===== src/hw/rtl/pfl_pkg.sv =====
// Shared types and constants of the PCM frame level meter.
// Used by pfl_apb, the top level and the checker; depends on nothing.
package pfl_pkg;

    localparam int unsigned MAX_FRAME_DEF = 4096;

    localparam int unsigned SAMPLE_W = 16;
    localparam int unsigned PEAK_W   = 16;
    localparam int unsigned SQ_W     = 31;
    localparam int unsigned MEAN_W   = 48;
    localparam int unsigned ROOT_W   = 24;
    localparam int unsigned MIX_W    = 27;
    localparam int unsigned GAIN_W   = 8;
    localparam int unsigned PROD_W   = MIX_W + GAIN_W;
    localparam int unsigned LEVEL_W  = 7;
    localparam int unsigned FRAC_SHIFT  = 16;
    localparam int unsigned SCALE_SHIFT = 23;
    localparam int unsigned RAW_LVL_W   = PROD_W - SCALE_SHIFT;

    localparam logic [LEVEL_W-1:0] LEVEL_MAX  = 7'd100;
    localparam logic [GAIN_W-1:0]  GAIN_RESET = 8'd18;

    localparam int unsigned APB_ADDR_W = 3;
    localparam int unsigned APB_DATA_W = 32;
    localparam int unsigned REG_IDX_W  = APB_ADDR_W - 2;
    localparam logic [REG_IDX_W-1:0] REG_GAIN = 1'b0;

    typedef enum logic [3:0] {
        ST_IDLE,
        ST_SQUARE,
        ST_ACCUM,
        ST_DIV_INIT,
        ST_DIV,
        ST_SQRT_INIT,
        ST_SQRT,
        ST_MIX,
        ST_MUL,
        ST_SCALE
    } t_state;

endpackage


===== src/hw/rtl/pfl_sub.sv =====
// Shared subtract and compare unit of the PCM frame level meter.
// Serves both the divider and the square root steps; depends on nothing.
module pfl_sub #(
    parameter int unsigned WIDTH = 27
) (
    input  logic [WIDTH-1:0] i_a,
    input  logic [WIDTH-1:0] i_b,
    output logic [WIDTH-1:0] o_diff,
    output logic             o_borrow
);

    logic [WIDTH:0] w_full;

    assign w_full   = {1'b0, i_a} - {1'b0, i_b};
    assign o_diff   = w_full[WIDTH-1:0];
    assign o_borrow = w_full[WIDTH];

endmodule


===== src/hw/rtl/pfl_apb.sv =====
// Configuration register port of the PCM frame level meter.
// Holds the display gain; depends on pfl_pkg.
module pfl_apb
    import pfl_pkg::*;
(
    input  logic                  i_clk,
    input  logic                  i_rst_n,
    input  logic                  psel,
    input  logic                  penable,
    input  logic                  pwrite,
    input  logic [APB_ADDR_W-1:0] paddr,
    input  logic [APB_DATA_W-1:0] pwdata,
    output logic [APB_DATA_W-1:0] prdata,
    output logic                  pready,
    output logic [GAIN_W-1:0]     o_gain
);

    logic [GAIN_W-1:0]    r_gain;
    logic [GAIN_W-1:0]    n_gain;
    logic [REG_IDX_W-1:0] w_idx;

    assign w_idx  = paddr[APB_ADDR_W-1:2];
    assign pready = 1'b1;
    assign o_gain = r_gain;

    always_comb begin
        n_gain = r_gain;
        if (psel && penable && pwrite && (w_idx == REG_GAIN)) begin
            n_gain = pwdata[GAIN_W-1:0];
        end
    end

    always_comb begin
        if (w_idx == REG_GAIN) begin
            prdata = APB_DATA_W'(r_gain);
        end else begin
            prdata = '0;
        end
    end

    always_ff @(posedge i_clk) begin
        if (!i_rst_n) begin
            r_gain <= GAIN_RESET;
        end else begin
            r_gain <= n_gain;
        end
    end

endmodule


===== src/hw/rtl/pcm_frame_level_meter.sv =====
// Top level of the PCM frame level meter: sequencer, frame accumulators and datapath.
// Depends on pfl_pkg, pfl_sub and pfl_apb.
//
//   channel   direction  handshake                  payload
//   input     in         i_in_valid / o_in_stall    i_sample, i_last_sample
//   output    out        o_out_valid / i_out_stall  o_level
//   config    in         psel, penable, pready      paddr, pwdata, prdata
//
// A sample that is not the frame's last goes through square, then accumulate.
// The last sample then runs the shared subtractor: one quotient bit of the mean
// per cycle, then one root bit per cycle.
// Synchronous reset clears the sequencer, the frame sums and the output valid flag.
// A held output stalls only the end of the next frame; samples keep flowing meanwhile.
module pcm_frame_level_meter
    import pfl_pkg::*;
#(
    parameter int unsigned MAX_FRAME = MAX_FRAME_DEF
) (
    input  logic                       i_clk,
    input  logic                       i_rst_n,
    input  logic                       i_in_valid,
    output logic                       o_in_stall,
    input  logic signed [SAMPLE_W-1:0] i_sample,
    input  logic                       i_last_sample,
    output logic                       o_out_valid,
    input  logic                       i_out_stall,
    output logic [LEVEL_W-1:0]         o_level,
    input  logic                       psel,
    input  logic                       penable,
    input  logic                       pwrite,
    input  logic [APB_ADDR_W-1:0]      paddr,
    input  logic [APB_DATA_W-1:0]      pwdata,
    output logic [APB_DATA_W-1:0]      prdata,
    output logic                       pready
);

    localparam int unsigned CW     = $clog2(MAX_FRAME + 1);
    localparam int unsigned SW     = SQ_W + CW;
    localparam int unsigned NW     = SW + FRAC_SHIFT;
    localparam int unsigned UW     = (CW + 1 > ROOT_W + 3) ? CW + 1 : ROOT_W + 3;
    localparam int unsigned STEPN  = (NW > ROOT_W) ? NW : ROOT_W;
    localparam int unsigned STEP_W = $clog2(STEPN);

    t_state r_state, n_state;

    logic [PEAK_W-1:0]   r_mag, n_mag;
    logic                r_last, n_last;
    logic                r_take, n_take;
    logic [SQ_W-1:0]     r_sq, n_sq;
    logic [PEAK_W-1:0]   r_peak, n_peak;
    logic [SW-1:0]       r_sum, n_sum;
    logic [CW-1:0]       r_count, n_count;
    logic [NW-1:0]       r_num, n_num;
    logic [CW-1:0]       r_rem, n_rem;
    logic [MEAN_W-1:0]   r_rad, n_rad;
    logic [ROOT_W-1:0]   r_root, n_root;
    logic [UW-1:0]       r_srem, n_srem;
    logic [STEP_W-1:0]   r_step, n_step;
    logic [MIX_W-1:0]    r_mixed, n_mixed;
    logic [PROD_W-1:0]   r_prod, n_prod;
    logic                r_out_valid, n_out_valid;
    logic [LEVEL_W-1:0]  r_level, n_level;

    logic                w_in_acc;
    logic                w_out_acc;
    logic                w_sel_sqrt;
    logic [PEAK_W-1:0]   w_mag;
    logic [CW:0]         w_dpart;
    logic [UW-1:0]       w_spart;
    logic [UW-1:0]       w_ua, w_ub, w_diff;
    logic                w_borrow;
    logic [RAW_LVL_W-1:0] w_raw_lvl;
    logic [GAIN_W-1:0]   w_gain;

    pfl_apb u_apb (
        .i_clk   (i_clk),
        .i_rst_n (i_rst_n),
        .psel    (psel),
        .penable (penable),
        .pwrite  (pwrite),
        .paddr   (paddr),
        .pwdata  (pwdata),
        .prdata  (prdata),
        .pready  (pready),
        .o_gain  (w_gain)
    );

    pfl_sub #(
        .WIDTH (UW)
    ) u_sub (
        .i_a      (w_ua),
        .i_b      (w_ub),
        .o_diff   (w_diff),
        .o_borrow (w_borrow)
    );

    assign w_in_acc  = i_in_valid && !o_in_stall;
    assign w_out_acc = r_out_valid && !i_out_stall;
    assign w_mag     = i_sample[SAMPLE_W-1] ? PEAK_W'(~i_sample + 1'b1) : PEAK_W'(i_sample);
    assign w_dpart   = {r_rem, r_num[NW-1]};
    assign w_spart   = {r_srem[UW-3:0], r_rad[MEAN_W-1 -: 2]};
    assign w_ua      = w_sel_sqrt ? w_spart : UW'(w_dpart);
    assign w_ub      = w_sel_sqrt ? UW'({r_root, 2'b01}) : UW'(r_count);
    assign w_raw_lvl = r_prod[PROD_W-1:SCALE_SHIFT];

    assign o_out_valid = r_out_valid;
    assign o_level     = r_level;

    always_comb begin
        n_state = r_state;
        case (r_state)
            ST_IDLE: begin
                if (i_in_valid) begin
                    n_state = ST_SQUARE;
                end
            end
            ST_SQUARE: n_state = ST_ACCUM;
            ST_ACCUM: begin
                n_state = r_last ? ST_DIV_INIT : ST_IDLE;
            end
            ST_DIV_INIT: n_state = ST_DIV;
            ST_DIV: begin
                if (r_step == '0) begin
                    n_state = ST_SQRT_INIT;
                end
            end
            ST_SQRT_INIT: n_state = ST_SQRT;
            ST_SQRT: begin
                if (r_step == '0) begin
                    n_state = ST_MIX;
                end
            end
            ST_MIX: n_state = ST_MUL;
            ST_MUL: n_state = ST_SCALE;
            ST_SCALE: begin
                if (!r_out_valid) begin
                    n_state = ST_IDLE;
                end
            end
            default: n_state = ST_IDLE;
        endcase
    end

    always_comb begin
        o_in_stall = 1'b1;
        w_sel_sqrt = 1'b0;
        case (r_state)
            ST_IDLE: o_in_stall = 1'b0;
            ST_SQRT: w_sel_sqrt = 1'b1;
            default: begin
                o_in_stall = 1'b1;
                w_sel_sqrt = 1'b0;
            end
        endcase
    end

    always_comb begin
        n_mag       = r_mag;
        n_last      = r_last;
        n_take      = r_take;
        n_sq        = r_sq;
        n_peak      = r_peak;
        n_sum       = r_sum;
        n_count     = r_count;
        n_num       = r_num;
        n_rem       = r_rem;
        n_rad       = r_rad;
        n_root      = r_root;
        n_srem      = r_srem;
        n_step      = r_step;
        n_mixed     = r_mixed;
        n_prod      = r_prod;
        n_out_valid = w_out_acc ? 1'b0 : r_out_valid;
        n_level     = r_level;
        case (r_state)
            ST_IDLE: begin
                if (w_in_acc) begin
                    n_mag  = w_mag;
                    n_last = i_last_sample;
                    n_take = (r_count < CW'(MAX_FRAME));
                end
            end
            ST_SQUARE: begin
                n_sq = SQ_W'(r_mag * r_mag);
                if (r_take && (r_mag > r_peak)) begin
                    n_peak = r_mag;
                end
            end
            ST_ACCUM: begin
                if (r_take) begin
                    n_sum   = r_sum + SW'(r_sq);
                    n_count = r_count + 1'b1;
                end
            end
            ST_DIV_INIT: begin
                n_num  = {r_sum, FRAC_SHIFT'(0)};
                n_rem  = '0;
                n_step = STEP_W'(NW - 1);
            end
            ST_DIV: begin
                n_rem  = w_borrow ? w_dpart[CW-1:0] : w_diff[CW-1:0];
                n_num  = {r_num[NW-2:0], !w_borrow};
                n_step = r_step - 1'b1;
            end
            ST_SQRT_INIT: begin
                n_rad  = MEAN_W'(r_num);
                n_root = '0;
                n_srem = '0;
                n_step = STEP_W'(ROOT_W - 1);
            end
            ST_SQRT: begin
                n_srem = w_borrow ? w_spart : w_diff;
                n_root = {r_root[ROOT_W-2:0], !w_borrow};
                n_rad  = {r_rad[MEAN_W-3:0], 2'b00};
                n_step = r_step - 1'b1;
            end
            ST_MIX: begin
                n_mixed = (MIX_W'(r_root) << 3) - MIX_W'(r_root)
                        + (MIX_W'(r_peak) << 9) + (MIX_W'(r_peak) << 8);
            end
            ST_MUL: begin
                n_prod = PROD_W'(r_mixed * w_gain);
            end
            ST_SCALE: begin
                if (!r_out_valid) begin
                    n_out_valid = 1'b1;
                    n_level     = (w_raw_lvl > RAW_LVL_W'(LEVEL_MAX)) ?
                                  LEVEL_MAX : LEVEL_W'(w_raw_lvl);
                    n_peak      = '0;
                    n_sum       = '0;
                    n_count     = '0;
                end
            end
            default: n_step = r_step;
        endcase
    end

    always_ff @(posedge i_clk) begin
        if (!i_rst_n) begin
            r_state     <= ST_IDLE;
            r_out_valid <= 1'b0;
            r_peak      <= '0;
            r_sum       <= '0;
            r_count     <= '0;
            r_step      <= '0;
        end else begin
            r_state     <= n_state;
            r_out_valid <= n_out_valid;
            r_peak      <= n_peak;
            r_sum       <= n_sum;
            r_count     <= n_count;
            r_step      <= n_step;
        end
    end

    always_ff @(posedge i_clk) begin
        r_mag   <= n_mag;
        r_last  <= n_last;
        r_take  <= n_take;
        r_sq    <= n_sq;
        r_num   <= n_num;
        r_rem   <= n_rem;
        r_rad   <= n_rad;
        r_root  <= n_root;
        r_srem  <= n_srem;
        r_mixed <= n_mixed;
        r_prod  <= n_prod;
        r_level <= n_level;
    end

endmodule


===== config.mk =====
export PLATFORM = sky130hd
export DESIGN_NAME = pcm_frame_level_meter
export DESIGN_NICKNAME = d
export VERILOG_FILES = /design/src/hw/rtl/pfl_pkg.sv /design/src/hw/rtl/pfl_sub.sv /design/src/hw/rtl/pfl_apb.sv /design/src/hw/rtl/pcm_frame_level_meter.sv
export SDC_FILE = /design/constraint.sdc
export NUM_CORES = 2
export LEC_CHECK = 0
export BUFFER_PORTS_ARGS = -buffer_cell sky130_fd_sc_hd__buf_2
export CAP_MARGIN = 20
export CORE_MARGIN = 5
export CORE_UTILIZATION = 40
export DETAILED_ROUTE_END_ITERATION = 8
export PLACE_DENSITY_LB_ADDON = 0.08
export SLEW_MARGIN = 20
export SYNTH_ARGS = -nofsm -noshare
export SYNTH_HDL_FRONTEND = slang
export SYNTH_SLANG_ARGS = --single-unit
export TNS_END_PERCENT = 1

===== constraint.sdc =====
create_clock -name i_clk -period 7 [get_ports i_clk]
set_input_delay 0.7 -clock i_clk [delete_from_list [all_inputs] [get_ports i_clk]]
set_output_delay 0.7 -clock i_clk [all_outputs]
set_load 0.03 [all_outputs]

==> parameters.txt <==
Parameter                              Value

Yosys
  Top cells by area in the synthesized netlist    edfxtp_1, fa_1, ha_1, nand2_1, dfxtp_1
  Post-synthesis instance total    3434
  Share of synthesized area spent on multiplexers    0.00648
  Number of enable flip-flop cells after synthesis    264
  Library cells used by synthesis    88
  Flip-flop and latch count after synthesis    356
  Post-synth ARST share    0
  Xor and xnor fraction of the mapped netlist area    0.0394
  Mean instance size in the synthesized netlist    9.51 um^2
  Complex-gate fraction of the synthesized area    0.0946
  Simple logic cell fraction of the synthesized area    0.175
  Post-Synthesis Cell Area    32600 um^2
  Synth top area share    0.243
  Dominant combinational cell family by area after synthesis    adder cells
  Ys flop type    edfxtp_1
  Cell type with the largest total area after synthesis    edfxtp_1
  Adder-cell share of the synthesized area    0.311
  Register area share after synthesis    0.299
  Number of warnings reported in the yosys synthesis log    0

STA
  Maximum frequency from static timing analysis    0.154 GHz
  Number of slew-limit violations in the final report    0
  Worst Max-Slew Pin Slew    1.04 ns
  Total Neg Setup Slack    0 ns
  Max-slew headroom at the worst pin    0.308
  Endpoints failing setup    0
  Final worst-path setup slack    0.486 ns
  Setup repair after global routing missed its margin    false
  Share of the cycle needed by the critical path after routing    0.931
  Number of failing hold endpoints at the final stage    0
  Post-Route Skew    0.0333 ns
  Tmin final    6.51 ns

Clock network
  Count of buffers added by post-CTS timing repair for setup    0
  TritonCTS clock tree    done
  Clk_lat worst skew    0.59 ns
  Bufs on Longest Clock Path    3
  Number of H-tree branching levels    2
  Count of instances resized after the clock tree is built    0
  CTS Root Cell    clkbuf_16
  Number of hold buffers added after cts    0
  Clock transition at path regs    0.05 ns
  Number of CTS-inserted buffers    44
  Sink count of the clock tree    356

Hold path
  Number of cells traversed by the worst hold path    3
  Tightest Hold Check Type    in -> reg

Pwr
  Reported leakage power    15.9 nW
  Pwr Density    405 nW/um^2
  VDD IR max    949 uV

Setup path
  Worst setup path class    reg -> reg
  Largest fanout of any net on the critical path    9
  Required time at the endpoint of the critical path    7.32 ns
  Signal arrival time at the worst endpoint    6.84 ns
  Worst setup SP type    register
  Length in cells of the worst reg-to-reg path    21
  Crit. End Element    register

Route
  Final antenna-violating net count    0
  Number of detailed-route iterations in the first pass    5
  Vias per Instance    5.07
  DR vias    23042
  Count of routing violations after the opening detailed-route iteration    1008
  Post-DR wirelength/cell    16.9 um
  Final wirelength    76900 um
  DRC    0

GRT
  Global-route usage over all layers    0.181
  Wire length of the first global-routing pass    130000 um
  Vias in the first global route    24839
  Initial antenna violation count    1
  Largest net degree at the start of global routing    79
  Gr ovfl total    0

Placed design
  RD Place Congestion    0.829
  Setup slack at placement    0.535 ns
  Placed wire-length estimate after detailed placement    58500 um
  Count of input and output buffers    49

Outcome
  Status    finished clean

Floorplanning
  DIE AREA    87400 um^2
  Die span in x    296 um
  Core Footprint    80700 um^2
  Initial Utilization    0.405
  Top-level I/O count    101
  Die boundary height    296 um
  Row count    104

Layout
  Count of nets after finishing    4116
  Area Growth Syn to Fin    8.64%
  Ratio of cells with drive above 1 in the final layout    0.0599

Job
  Number of maximum-capacitance violations    0
-- worst paths after layout --
path / start / slack [ns] / to
worst max-delay path: r_mag[8]$_DFFE_PP_ / 0.49 / r_sq[27]$_DFFE_PP_
worst min-delay path: pwdata[4] / 0.34 / u_apb.o_gain[4]$_SDFFE_PN1P_
worst max register to register: r_mag[8]$_DFFE_PP_ / 0.49 / r_sq[27]$_DFFE_PP_
worst min register to register: r_peak[3]$_SDFFE_PN0P_ / 0.47 / r_peak[3]$_SDFFE_PN0P_
-- per-stage QoR --
step | hold slack (ns) | instances | utilization | instance area (um^2) | total power (W)
after global placement | 0.445 | 4465 | 0.422 | 34000 | 0.0123
after floorplan | 0.435 | 3457 | - | 32700 | 0.00992
after global routing | 0.318 | 4547 | 0.440 | 35500 | 0.0160
after CTS | 0.302 | 4547 | 0.439 | 35500 | 0.0147
final | 0.344 | 4548 | 0.440 | 35500 | 0.0143
after detailed placement | 0.460 | 4465 | 0.422 | 34000 | 0.0122
-- synthesized netlist by cell type, types with 21 or more instances --
master / n
and2_1: 170
buf_4: 27
inv_1: 464
and3_1: 42
a21o_1: 57
o21a_1: 21
nand2_1: 660
edfxtp_1: 264
dfxtp_1: 92
nand3_1: 47
a21oi_1: 143
ha_1: 262
nor2b_1: 55
clkbuf_1: 102
nor2_1: 125
o21ai_0: 74
xnor2_1: 104
nor3_1: 30
nand2b_1: 26
xor2_1: 43
fa_1: 344
-- where the power goes --
group / switching, W / internal (W)
clock network: 0.000950 / 0.00132
logic: 0.00522 / 0.00388
registers: 0.000124 / 0.00286
total: 0.00629 / 0.00806
-- state kept, by name, summed over array words and instances, names as in the netlist, 4 cells and up --
| name | cells |
|---|---|
| r_num | 60 |
| r_rad | 48 |
| r_sum | 44 |
| r_sq | 30 |
| r_mixed | 27 |
| r_srem | 25 |
| r_root | 24 |
| r_mag | 16 |
| r_peak | 16 |
| r_count | 13 |
| r_rem | 13 |
| r_prod | 12 |
| u_apb.o_gain | 8 |
| o_level | 7 |
| r_step | 6 |
| r_state | 4 |
-- per-layer routing --
layer / vias to the layer above / routed length, um / track usage
li1: 11206 / - / -
met1: 11466 / 34600 / 0.237
met2: 265 / 38500 / 0.325
met3: 105 / 2060 / 0.0201
met4: 0 / 1710 / 0.0421
met5: - / 0 / 0
-- critical path, cell delays in order, from the launching register on --
cell and delay [ns]:
edfxtp_1 0.61, and2_1 0.28, fa_1 0.51, inv_1 0.06, fa_1 0.53, inv_1 0.05, fa_1 0.52, fa_1 0.45
fa_1 0.56, inv_1 0.06, fa_1 0.53, inv_1 0.05, ha_1 0.39, and3_1 0.19, o311ai_1 0.12, and3_1 0.22
o31ai_1 0.27, buf_4 0.18, nand4_1 0.09, a21boi_1 0.28, o211ai_1 0.16, xnor2_1 0.15
-- cell families (layout without fill, tap and decap cells) --
family | after synthesis | after routing
AOI/OAI and AO/OA | 462 | 462
xor gates and xnor gates | 147 | 147
other | 2 | 26
adders and majority gates | 606 | 606
DFF | 356 | 356
and+or+nand+nor | 1230 | 1230
buffers and inverters | 610 | 640
muxes | 21 | 21
-- cell type report --
type,instances,area (um^2)
Fill cell,7796,45200
Multi-Input combinational cell,2491,20600
Sequential cell,356,9780
Inverter,465,1750
Tap cell,1060,1330
Clock buffer,55,1180
Timing Repair Buffer,93,576
Clock inverter,27,234
Antenna cell,1,2.50
-- cells in the final DEF, fill, tap and decap left out, types with 43 or more instances in the layout --
cell type,count
clkbuf_16,45
o21ai_0,74
nor2b_1,55
and2_1,169
nand2_1,659
buf_4,44
edfxtp_1,264
xor2_1,43
a21o_1,57
a21oi_1,142
ha_1,262
xnor2_1,104
dfxtp_1,87
fa_1,344
buf_2,49
inv_1,464
nand3_1,47
nor2_1,120
No activity file was read; power rests on OpenSTA's default activity.
